--- src/sv/alq_pkg.sv ---
// ----------------------------------------------------------------------------
// alq_pkg
// Types, codes and fixed-point helpers of the Legendre quadrature block.
// ----------------------------------------------------------------------------
package alq_pkg;

   localparam int MAX_DEGREE_DEF = 10;
   localparam int FRAC_BITS_DEF  = 30;
   localparam int REG_W          = 4;   // degree / order register width
   localparam int K_W            = 5;   // small integer factor width

   localparam logic CFG_DEGREE = 1'b0;
   localparam logic CFG_ORDER  = 1'b1;

   typedef enum logic [3:0] {
      DP_NOP, DP_LOAD, DP_ZERO, DP_SQRT, DP_SCALE, DP_MUL, DP_PMM,
      DP_FIRST, DP_REC_A, DP_REC_B, DP_DIV, DP_ACC
   } dp_op_type;

   typedef enum logic [1:0] {
      MS_A_S, MS_X_V1, MS_W_V1
   } mul_sel_type;

   typedef struct packed {
      dp_op_type          op;
      mul_sel_type        sel;
      logic [K_W-1:0]     kval;
   } dp_cmd_type;

   typedef struct packed {
      logic sqrt_done;
      logic mul_done;
      logic div_done;
   } dp_status_type;

   typedef enum logic [3:0] {
      S_IDLE, S_CHECK, S_SQRT, S_PMM_A, S_PMM_WAIT, S_LM, S_F_WAIT,
      S_R_MUL, S_R_WAIT, S_R_B, S_R_DIV, S_R_DWAIT, S_WMUL, S_W_WAIT, S_OUT
   } state_type;

   function automatic logic [63:0] mag_of(input logic signed [63:0] v);
      mag_of = v[63] ? (64'd0 - 64'(v)) : 64'(v);
   endfunction

   function automatic logic signed [63:0] sat_from_mag(input logic [63:0] mag,
                                                       input logic neg,
                                                       input logic over);
      if (neg) begin
         if (over || mag[63]) sat_from_mag = {1'b1, 63'd0};
         else sat_from_mag = 64'd0 - mag;
      end else begin
         if (over || mag[63]) sat_from_mag = {1'b0, {63{1'b1}}};
         else sat_from_mag = mag;
      end
   endfunction

   function automatic logic signed [63:0] sat_neg(input logic signed [63:0] v);
      if (v == {1'b1, 63'd0}) sat_neg = {1'b0, {63{1'b1}}};
      else sat_neg = -v;
   endfunction

   function automatic logic signed [63:0] sat_add(input logic signed [63:0] a,
                                                  input logic signed [63:0] b);
      logic signed [63:0] r;
      r = a + b;
      if (!a[63] && !b[63] && r[63]) sat_add = {1'b0, {63{1'b1}}};
      else if (a[63] && b[63] && !r[63]) sat_add = {1'b1, 63'd0};
      else sat_add = r;
   endfunction

   function automatic logic signed [63:0] mul_int(input logic signed [63:0] v,
                                                  input logic [K_W-1:0] k);
      logic [63+K_W:0] prod;
      prod = {{K_W{1'b0}}, mag_of(v)} * {64'd0, k};
      mul_int = sat_from_mag(prod[63:0], v[63], |prod[63+K_W:64]);
   endfunction

endpackage

--- src/sv/alq_ctrl.sv ---
// ----------------------------------------------------------------------------
// alq_ctrl
// Sequencer: config registers, loop counters and datapath commands.
// ----------------------------------------------------------------------------
module alq_ctrl
   import alq_pkg::*;
#(
   parameter int MAX_DEGREE = MAX_DEGREE_DEF
) (
   input  logic              clock,
   input  logic              reset,
   input  logic              req_tvalid,
   output logic              req_tready,
   output logic              rsp_tvalid,
   input  logic              rsp_tready,
   input  logic              csr_valid,
   output logic              csr_ready,
   input  logic              csr_index,
   input  logic [REG_W-1:0]  csr_data,
   output dp_cmd_type        cmd,
   input  dp_status_type     status
);

   localparam logic [REG_W-1:0] MAX_L = REG_W'(MAX_DEGREE);

   state_type         state_ff, state_in;
   logic [REG_W-1:0]  degree_ff, order_ff, cnt_ff, cnt_in;
   logic              valid_ff, valid_in;
   logic [REG_W-1:0]  l_eff;
   logic [K_W-1:0]    cnt_k, m_k, l_k;

   assign csr_ready  = 1'b1;
   assign rsp_tvalid = valid_ff;
   assign l_eff = (degree_ff > MAX_L) ? MAX_L : degree_ff;
   assign cnt_k = K_W'(cnt_ff);
   assign m_k   = K_W'(order_ff);
   assign l_k   = K_W'(l_eff);

   always_ff @(posedge clock) begin
      if (reset) begin
         state_ff  <= S_IDLE;
         valid_ff  <= 1'b0;
         degree_ff <= '0;
         order_ff  <= '0;
         cnt_ff    <= '0;
      end else begin
         state_ff <= state_in;
         valid_ff <= valid_in;
         cnt_ff   <= cnt_in;
         if (csr_valid && csr_ready) begin
            if (csr_index == CFG_DEGREE) degree_ff <= csr_data;
            else order_ff <= csr_data;
         end
      end
   end

   always_comb begin
      state_in   = state_ff;
      cnt_in     = cnt_ff;
      valid_in   = valid_ff && !rsp_tready;
      req_tready = 1'b0;
      cmd.op     = DP_NOP;
      cmd.sel    = MS_X_V1;
      cmd.kval   = '0;
      unique case (state_ff)
         S_IDLE: begin
            req_tready = 1'b1;
            if (req_tvalid) begin
               cmd.op   = DP_LOAD;
               state_in = S_CHECK;
            end
         end
         S_CHECK: begin
            cnt_in = '0;
            if (order_ff > l_eff) begin
               cmd.op   = DP_ZERO;
               state_in = S_WMUL;
            end else begin
               cmd.op   = DP_SQRT;
               state_in = S_SQRT;
            end
         end
         S_SQRT: if (status.sqrt_done) begin
            state_in = (order_ff == '0) ? S_LM : S_PMM_A;
         end
         S_PMM_A: begin
            // a = v1 * (2k+1), then start a * s
            cmd.op   = DP_SCALE;
            cmd.kval = K_W'({cnt_k[K_W-2:0], 1'b1});
            state_in = S_PMM_WAIT;
         end
         S_PMM_WAIT: begin
            if (cmd.op == DP_NOP && !status.mul_done && !status.sqrt_done) begin
               cmd.op = DP_NOP;
            end
            if (status.mul_done) begin
               cmd.op = DP_PMM;
               if (cnt_ff + 1'b1 == order_ff) state_in = S_LM;
               else begin
                  cnt_in   = cnt_ff + 1'b1;
                  state_in = S_PMM_A;
               end
            end
         end
         S_LM: begin
            if (l_eff == order_ff) state_in = S_WMUL;
            else begin
               cmd.op   = DP_MUL;
               cmd.sel  = MS_X_V1;
               state_in = S_F_WAIT;
            end
         end
         S_F_WAIT: if (status.mul_done) begin
            cmd.op   = DP_FIRST;
            cmd.kval = K_W'({m_k[K_W-2:0], 1'b1});
            cnt_in   = order_ff + REG_W'(2);
            state_in = (m_k + K_W'(2) > l_k) ? S_WMUL : S_R_MUL;
         end
         S_R_MUL: begin
            cmd.op   = DP_MUL;
            cmd.sel  = MS_X_V1;
            state_in = S_R_WAIT;
         end
         S_R_WAIT: if (status.mul_done) begin
            cmd.op   = DP_REC_A;
            cmd.kval = K_W'({cnt_k[K_W-2:0], 1'b0}) - K_W'(1);
            state_in = S_R_B;
         end
         S_R_B: begin
            cmd.op   = DP_REC_B;
            cmd.kval = cnt_k + m_k - K_W'(1);
            state_in = S_R_DIV;
         end
         S_R_DIV: begin
            cmd.op   = DP_DIV;
            cmd.kval = cnt_k - m_k;
            state_in = S_R_DWAIT;
         end
         S_R_DWAIT: if (status.div_done) begin
            if (cnt_ff == l_eff) state_in = S_WMUL;
            else begin
               cnt_in   = cnt_ff + 1'b1;
               state_in = S_R_MUL;
            end
         end
         S_WMUL: begin
            cmd.op   = DP_MUL;
            cmd.sel  = MS_W_V1;
            state_in = S_W_WAIT;
         end
         S_W_WAIT: if (status.mul_done) state_in = S_OUT;
         S_OUT: if (!valid_ff || rsp_tready) begin
            cmd.op   = DP_ACC;
            valid_in = 1'b1;
            state_in = S_IDLE;
         end
         default: state_in = S_IDLE;
      endcase
      // the product with s starts in the same cycle as the scale step
      if (state_ff == S_PMM_A) begin
         cmd.sel = MS_A_S;
      end
   end

endmodule

--- config.mk ---
export PLATFORM = sky130hd
export DESIGN_NAME = alq_ctrl
export DESIGN_NICKNAME = d
export VERILOG_FILES = /design/src/sv/alq_pkg.sv /design/src/sv/alq_ctrl.sv
export SDC_FILE = /design/constraint.sdc
export NUM_CORES = 1
export LEC_CHECK = 0
export BUFFER_PORTS_ARGS = -buffer_cell sky130_fd_sc_hd__buf_2
export CORE_ASPECT_RATIO = 1.1
export CORE_UTILIZATION = 40
export CTS_CLUSTER_DIAMETER = 50
export CTS_CLUSTER_SIZE = 12
export DETAILED_ROUTE_END_ITERATION = 8
export PLACE_DENSITY = 0.71
export SYNTH_ARGS = -nofsm -noshare
export SYNTH_HDL_FRONTEND = slang
export SYNTH_SLANG_ARGS = --single-unit
--- constraint.sdc ---
create_clock -name clock -period 2.7 [get_ports clock]
set_input_delay 0.27 -clock clock [delete_from_list [all_inputs] [get_ports clock]]
set_output_delay 0.27 -clock clock [all_outputs]
set_load 0.01 [all_outputs]
Yosys cells after proc, flatten, opt, wreduce, memory -nomap -nowiden

Index checks and enable logic that the tools add are counted.

Mux-type cells: 38
Bitwise gates (word level): 1
Equality and inequality tests: 27
Magnitude comparators: 3
Reduce and logical (&&, ||, !) cells: 12
Add/subtract/negate cells: 7

Operators with widths:

| operator                                                           | number |
|---|---|
| 4-bit two-way mux                                                  | 20 |
| 4-bit case mux with 15 select lines                                | 1 |
| 4-bit case mux with 11 select lines                                | 1 |
| 4-bit == test, second input constant                               | 7 |
| 5-bit case mux with 5 select lines                                 | 1 |
| 2-bit inequality test, second input constant                       | 10 |
| 4-bit by 3-bit == test with 1-bit output, second input constant    | 4 |
| 4-bit case mux with 4 select lines                                 | 1 |
| 5-bit two-way mux                                                  | 3 |
| 4-bit == test                                                      | 3 |
| 3-bit two-way mux                                                  | 4 |
| 5-bit by 1-bit subtractor with 5-bit output, second input constant | 2 |
| 4-bit by 2-bit == test with 1-bit output, second input constant    | 2 |
| 4-bit zero test                                                    | 2 |
| 8-bit AND reduction                                                | 1 |
| 6-bit AND reduction                                                | 1 |
| 4-bit by 2-bit adder with 5-bit output, second input constant      | 1 |
| 4-bit by 4-bit adder with 5-bit output                             | 1 |
| 5-bit by 4-bit > comparator with 1-bit output                      | 1 |
| 1-bit two-way mux                                                  | 5 |
| 4-bit by 4-bit subtractor with 5-bit output                        | 1 |
| 4-bit by 1-bit adder with 4-bit output, second input constant      | 1 |
| 4-bit by 2-bit adder with 4-bit output, second input constant      | 1 |
| 4-bit by 1-bit == test with 1-bit output, second input constant    | 1 |
| other kinds (11)                                                   | 13 |

Bits in registers: 17
Input port bits: 13
Output and inout port bits: 14
Logic and storage cells: 93

Longest topological paths before layout

Gate-level depths: netlist of run 1.

Depth in word-level cells: 6
Mapped depth: 10
Gate-level depth less buffers: 9

Worst setup path before layout of run 1

No wires, ideal clock.

Kind: reg2out
From: reg order_ff[1]
To: out cmd[2] (netlist name)
Buffers on the path: 1
Arrival: 2.076 ns
Cell stages (with the launch flop): 11
Required time: 2.430 ns
Slack: 0.354 ns
Path through: dfxtp_1 > buf_2 > inv_1 > ha_1 > inv_1 > ha_1 > inv_1 > fa_1 > nand2b_1 > a21oi_1 > a211o_1

RTL lines:

| what                   | line           | RTL |
|---|---|---|
| from (decl)            | alq_ctrl.sv:27 | `logic [REG_W-1:0] degree_ff, order_ff, cnt_ff, cnt_in;` |
| from (signal assigned) | alq_ctrl.sv:52 | `else order_ff <= csr_data;` |
| to (decl)              | alq_ctrl.sv:20 | `output dp_cmd_type cmd,` |

==> results of run 1 <==
[cells in the mapped netlist, types with 4 or more instances]
| library cell | count |
|---|---|
| inv_1 | 22 |
| a211oi_1 | 4 |
| nor3_1 | 7 |
| o22ai_1 | 4 |
| clkbuf_1 | 5 |
| nor2b_1 | 7 |
| o21ai_0 | 16 |
| a32oi_1 | 6 |
| dfxtp_1 | 17 |
| ha_1 | 19 |
| nand2_1 | 16 |
| xnor2_1 | 10 |
| mux2i_1 | 6 |
| a221oi_1 | 4 |
| nand3_1 | 13 |
| a31oi_1 | 5 |
| buf_2 | 8 |
| a21oi_1 | 16 |
| nor2_1 | 24 |
| nand2b_1 | 8 |
[per-stage QoR]
stage | util (%) | setup slack (ns)
3_3_place_gp | 46.4 | 0.203
2_1_floorplan | - | 0.354
4_1_cts | 47.5 | 0.0259
5_1_grt | 48.7 | 0.00376
6_report | 48.7 | 0.117
3_5_place_dp | 46.4 | 0.168
[report_power, final]
| group | leakage (nW) | total (mW) | internal, mW | switching (mW) |
|---|---|---|---|---|
| clock | 0.0255 | 0.198 | 0.103 | 0.0953 |
| sequential | 0.141 | 0.385 | 0.296 | 0.0893 |
| combinational | 0.885 | 1.23 | 0.531 | 0.695 |
[registers in the layout, summed over array words and instances (netlist names)]
signal,count
order_ff,4
state_ff,4
cnt_ff,4
rsp_tvalid,1
degree_ff,4
[worst max-delay path: stages (launching register included)]
cell	delay, ns
dfxtp_4	0.39
clkinvlp_4	0.14
ha_4	0.23
inv_1	0.06
ha_2	0.17
inv_1	0.05
fa_1	0.49
nand2b_1	0.10
a21oi_1	0.06
a211o_1	0.22
buf_2	0.14
[layout by cell type, fill, tap and decap left out, types with 3 or more instances in the layout]
cell type / instances
nand4_1: 3
inv_1: 20
nand2_1: 16
xor2_1: 3
a21boi_0: 3
a21o_1: 3
ha_1: 16
o21a_1: 3
a32oi_1: 5
o21bai_1: 3
buf_2: 25
o21ai_0: 16
a211oi_1: 4
mux2i_1: 6
o22ai_1: 4
a21oi_1: 16
a31oi_1: 5
nor2b_1: 7
a221oi_1: 4
buf_4: 20
nand2b_1: 8
o211ai_1: 3
nand3_1: 13
nor3_1: 7
nor2_1: 24
xnor2_1: 10
dfxtp_1: 13
nor3b_1: 3
clkbuf_8: 3
[area by class of cell]
cell class	instances	area, µm²
inverters	22	86.3
repair buffers	45	275
flip-flops and latches	17	350
fillers	506	2580
well taps	58	72.6
clock inverters	1	5.00
clock buffers	3	41.3
multi-input cells	226	1620
[worst paths after layout]
check,from,endpoint,slack [ns]
worst max-delay path,cnt_ff[1]$_SDFFE_PP0P_,cmd[2],0.12
worst min-delay path,csr_data[0],degree_ff[0]$_SDFFE_PP0P_,0.26
worst max register to register,cnt_ff[1]$_SDFFE_PP0P_,cnt_ff[1]$_SDFFE_PP0P_,0.32
worst min register to register,degree_ff[3]$_SDFFE_PP0P_,degree_ff[3]$_SDFFE_PP0P_,0.54
[timing repair]
action                     CTS  global route
setup buffers                0             4
pin swaps                    0             2
gates resized for setup      4             8
setup endpoints to repair    3             4
[cells by family (layout without fill, tap and decap cells)]
| logic type | count (synthesis) | count (layout) | synth area share (%) |
|---|---|---|---|
| AOI/OAI and AO/OA | 88 | 88 | 29.4 |
| xor gates and xnor gates | 14 | 14 | 6.15 |
| adders and majority gates | 22 | 22 | 13.6 |
| buffers and inverters | 40 | 71 | 8.46 |
| DFF | 17 | 17 | 16.1 |
| muxes | 7 | 7 | 3.37 |
| other | 1 | 1 | 0.177 |
| and+or+nand+nor | 94 | 94 | 22.8 |
[per-layer routing]
layer / up-vias / global-route usage (%) / share of wire [%] / wire length, µm
li1: 1089 / - / - / -
met1: 1024 / 30.6 / 45 / 2660
met2: 105 / 34.5 / 45 / 2650
met3: 19 / 2.44 / 7.2 / 422
met4: 0 / 7.80 / 2.3 / 135
met5: - / 0 / 0 / 0
==> impl_metrics.tcl, run 1 <==
set metrics [dict create \
    status "complete, but fails checks" \
    failed_checks "DRC" \
    clk_path_buf_depth 2 \
    n_antenna_cell 0 \
    rsz0062_at_grt "false" \
    h-tree-depth 1 \
    criticalPathCategory "flop to output pin" \
    wl_per_cell_um 15.8 \
    yosysWarnings 0 \
    holdPathStages 3 \
    fin_area_mm2 0.00245 \
    tightest_slew_ns 0.493 \
    synth_area_leaders "dfxtp_1, ha_1, nor2_1, xnor2_1, inv_1" \
    dpl_cell_area_mm2 0.00234 \
    fp.coreArea_mm2 0.00503 \
    fin_tns_setup_ns 0 \
    synth_top_area_cell "dfxtp_1" \
    p_leak_nw 1.05 \
    cts_buffers 3 \
    skew_ns 0.00702 \
    relSlewSlack_pct 66.3 \
    ys_seq_area_share_pct 16.1 \
    vdd_ir_drop_max_mv 0.288 \
    die_w_um 71.3 \
    syn_area_mm2 0.00212 \
    syn_inst 283 \
    start_util_pct 42.0 \
    cts_tree "done" \
    ys_ff_latch 17 \
    hold_viol_final 0 \
    syn_to_final_growth_pct 15.9 \
    vias 2237 \
    placed_cells 364 \
    final_cells 372 \
    cts_hold_buffers 0 \
    gp_congestion 0.938 \
    critPathCaptureType "output pin" \
    cts.sinks 17 \
    clkLatencyLatePin_ns 0.26 \
    synth.top_cell.area_share_pct 16.1 \
    grt_max_degree 20 \
    total_power_mw 1.81 \
    synth_ff_type "dfxtp_1" \
    routed_via_density 6.01 \
    drtIter0Drc 371 \
    dp_hpwl_mm 4.49 \
    die_area_mm2 0.00558 \
    min_period_ns 2.58 \
    ys_types 64 \
    postSynth.asyncResetShare_pct 0 \
    first_pass_iters 7 \
    period_share_pct 95.7 \
    drv_slew 0 \
    avgSynthCellArea_um2 7.48 \
    drcViolationCount 3 \
    ant_nets 0 \
    drive_above_1_share_pct 21.0 \
    grt_pass1_wl_mm 9.83 \
    final-setup-viol-count 0 \
    overflow 0 \
    cp.required_ns 2.43 \
    portBuffers 25 \
    hold_class "primary input to flop" \
    fmax_mhz 387 \
    root_buffer "clkbuf_8" \
    nets 349 \
    rows 27 \
    grt_pass1_vias 2050 \
    arrival_ns 2.31 \
    startpoint_type "flop" \
    critPathMaxFanout 5 \
    grt_antenna_before_repair 0 \
    cap_violations 0 \
    r2r_cells 9 \
    clk_pin_slew_ns 0.07 \
    grt_use_total_pct 21.9 \
    die_h_um 78.3 \
    power_density_mw_per_mm2 738 \
    synth_fp_nets 317 \
    ios 27 \
    synth_edf_count 0 \
    timing.hold.ws_ns 0.255 \
    drt-total-wl_mm 5.87 \
]
No activity file was read; power rests on OpenSTA's default activity.
==> run 2, diff against run 1 <==
Settings changed: RECOVER_POWER set to 50.
Clock period 2.7 ns to 3 ns, I/O delays scaled along.
==> run 2 against run 1 <==
Against the previous run:
- the run still ends with DRC left
- via count is 2.2% lower
- highest routed layer unchanged
- critical path type unchanged
- die area unchanged
- cell area fell by 5.4%
- hold slack better by 0.033 ns
- power decreased by 15%
- critical path depth unchanged
==> impl_metrics.tcl, run 2 (same netlist as run 1, synthesis figures left out) <==
set metrics [dict create \
    min_period_ns 2.81 \
    p_int_mw 0.771 \
    period_share_pct 93.7 \
    routed_via_density 6.04 \
    fillers 516 \
    clkLatencyLatePin_ns 0.26 \
    grt_pass1_wl_mm 9.63 \
    layout_commonest_cell "nor2_1" \
    dp_hpwl_mm 4.51 \
    switching_share_pct 49.7 \
    r2r-end "state_ff[3]$_SDFFE_PP0P_" \
    cap_violations 0 \
    tightest_slew_ns 0.664 \
    fin_tns_setup_ns 0 \
    use_met2_pct 34.4 \
    overflow 0 \
    critPathMaxFanout 6 \
    power_density_mw_per_mm2 661 \
    wl_per_cell_um 15.8 \
    grt_util_met3_pct 1.93 \
    critPathCaptureType "output pin" \
    die_h_um 78.3 \
    final_cells 362 \
    cts_tree "done" \
    p_sw_mw 0.763 \
    fp.coreArea_mm2 0.00503 \
    holdPathStages 3 \
    hold_viol_final 0 \
    regArea_um2 340 \
    skew_ns 0.00609 \
    syn_to_final_growth_pct 9.64 \
    first_pass_iters 7 \
    final_cell_mix "nor2_1, inv_1, ha_1, buf_2, dfxtp_1" \
    die_w_um 71.3 \
    clk_pin_slew_ns 0.07 \
    grt_max_degree 22 \
    hold_start "csr_data[0]" \
    grt_util_met1_pct 30.2 \
    post_cts.repair.setup_buffers 0 \
    vias 2188 \
    hold_class "primary input to flop" \
    nets 339 \
    grt_use_total_pct 21.5 \
    cts.sinks 17 \
    arrival_ns 2.51 \
    reg2reg_setup_slack_ns 0.50 \
    post_cts_resized 0 \
    dpl_cell_area_mm2 0.00229 \
    ant_nets 0 \
    grt_antenna_before_repair 0 \
    cts_hold_buffers 0 \
    ios 27 \
    r2r_cells 9 \
    drv_slew 0 \
    regToRegStartpoint "order_ff[1]$_SDFFE_PP0P_" \
    placed_cells 358 \
    drtIter0Drc 234 \
    clk_path_buf_depth 2 \
    gr-max-usage-layer "met2" \
    startpoint_type "flop" \
    root_buffer "clkbuf_8" \
    failed_checks "DRC" \
    vdd_ir_drop_max_mv 0.275 \
    cp.required_ns 2.70 \
    n_antenna_cell 0 \
    drcViolationCount 3 \
    p_comb_share_pct 66.6 \
    cts_buffers 3 \
    status "complete, but fails checks" \
    total_power_mw 1.53 \
    relSlewSlack_pct 55.6 \
    fin_area_mm2 0.00232 \
    rows 27 \
    die_area_mm2 0.00558 \
    final-setup-viol-count 0 \
    rsz0062_at_grt "false" \
    p_leak_nw 0.968 \
    multiInputGateArea_mm2 0.00160 \
    hold_end "degree_ff[0]$_SDFFE_PP0P_" \
    portBuffers 25 \
    drt-total-wl_mm 5.71 \
    fmax_mhz 356 \
    p_clk_share_pct 11.8 \
    grt_pass1_vias 2006 \
    gp_congestion 0.939 \
    final_util_pct 46.1 \
    criticalPathCategory "flop to output pin" \
    power_frac_seq_pct 21.6 \
    h-tree-depth 1 \
    drive_above_1_share_pct 12.2 \
    start_util_pct 42.0 \
]
[run 2: cell count changes in the layout (fill, tap and decap cells not counted), moves of 2 or more]
cell,delta
buf_2,-6
buf_4,-13
clkbuf_1,+9
dfxtp_1,+4
dfxtp_2,-2
dfxtp_4,-2
ha_1,+3
ha_2,-2
inv_1,+2
[run 2: worst max path at each step]
| stage | startpoint | endpoint | slack, ns | cells after the start |
|---|---|---|---|---|
| floorplan | order_ff[1]$_SDFFE_PP0P_ | cmd[2] | 0.62 | 10 |
| global placement | order_ff[1]$_SDFFE_PP0P_ | cmd[2] | 0.55 | 10 |
| detailed placement | order_ff[1]$_SDFFE_PP0P_ | cmd[2] | 0.51 | 10 |
| CTS | order_ff[1]$_SDFFE_PP0P_ | cmd[2] | 0.21 | 10 |
| global route | degree_ff[3]$_SDFFE_PP0P_ | cmd[7] | 0.02 | 9 |
| finish | order_ff[1]$_SDFFE_PP0P_ | cmd[2] | 0.19 | 10 |
[run 2: layer usage]
layer,share of wire [%],wire [µm]
met5,0,0
met4,2.8,160
met2,45,2550
met1,47,2690
met3,5.6,318
[run 2: power by group through the flow]
| stage | Clock [mW] | Combinational (mW) | Sequential [mW] |
|---|---|---|---|
| finish | 0.181 | 1.02 | 0.330 |
| global route | 0.193 | 1.13 | 0.338 |
| CTS | 0.185 | 1.02 | 0.327 |
| detailed placement | 0 | 1.01 | 0.332 |
| global placement | 0 | 1.00 | 0.331 |
| floorplan | 0 | 0.786 | 0.290 |
[run 2: cell type report]
| cell class | count | share of cell area, % |
|---|---|---|
| inverters | 22 | 3.56 |
| flip-flops and latches | 17 | 14.7 |
| clock inverters | 1 | 0.216 |
| multi-input cells | 226 | 68.8 |
| well taps | 58 | 3.13 |
| repair buffers | 35 | 7.82 |
| clock buffers | 3 | 1.78 |
[run 2: per-stage QoR]
stage / worst slack [ns] / hold slack [ns]
2_1_floorplan: 0.624 / 0.373
3_3_place_gp: 0.549 / 0.493
3_5_place_dp: 0.508 / 0.508
4_1_cts: 0.208 / 0.288
5_1_grt: 0.0206 / 0.303
6_report: 0.189 / 0.288
[run 2: critical path: stages, from the launching register on]
cell and delay [ns]:
dfxtp_1 0.48, inv_1 0.15, ha_1 0.33, inv_1 0.06
ha_1 0.17, inv_1 0.06, fa_1 0.46, nand2b_1 0.10
a21oi_1 0.06, a211o_1 0.23, buf_2 0.14
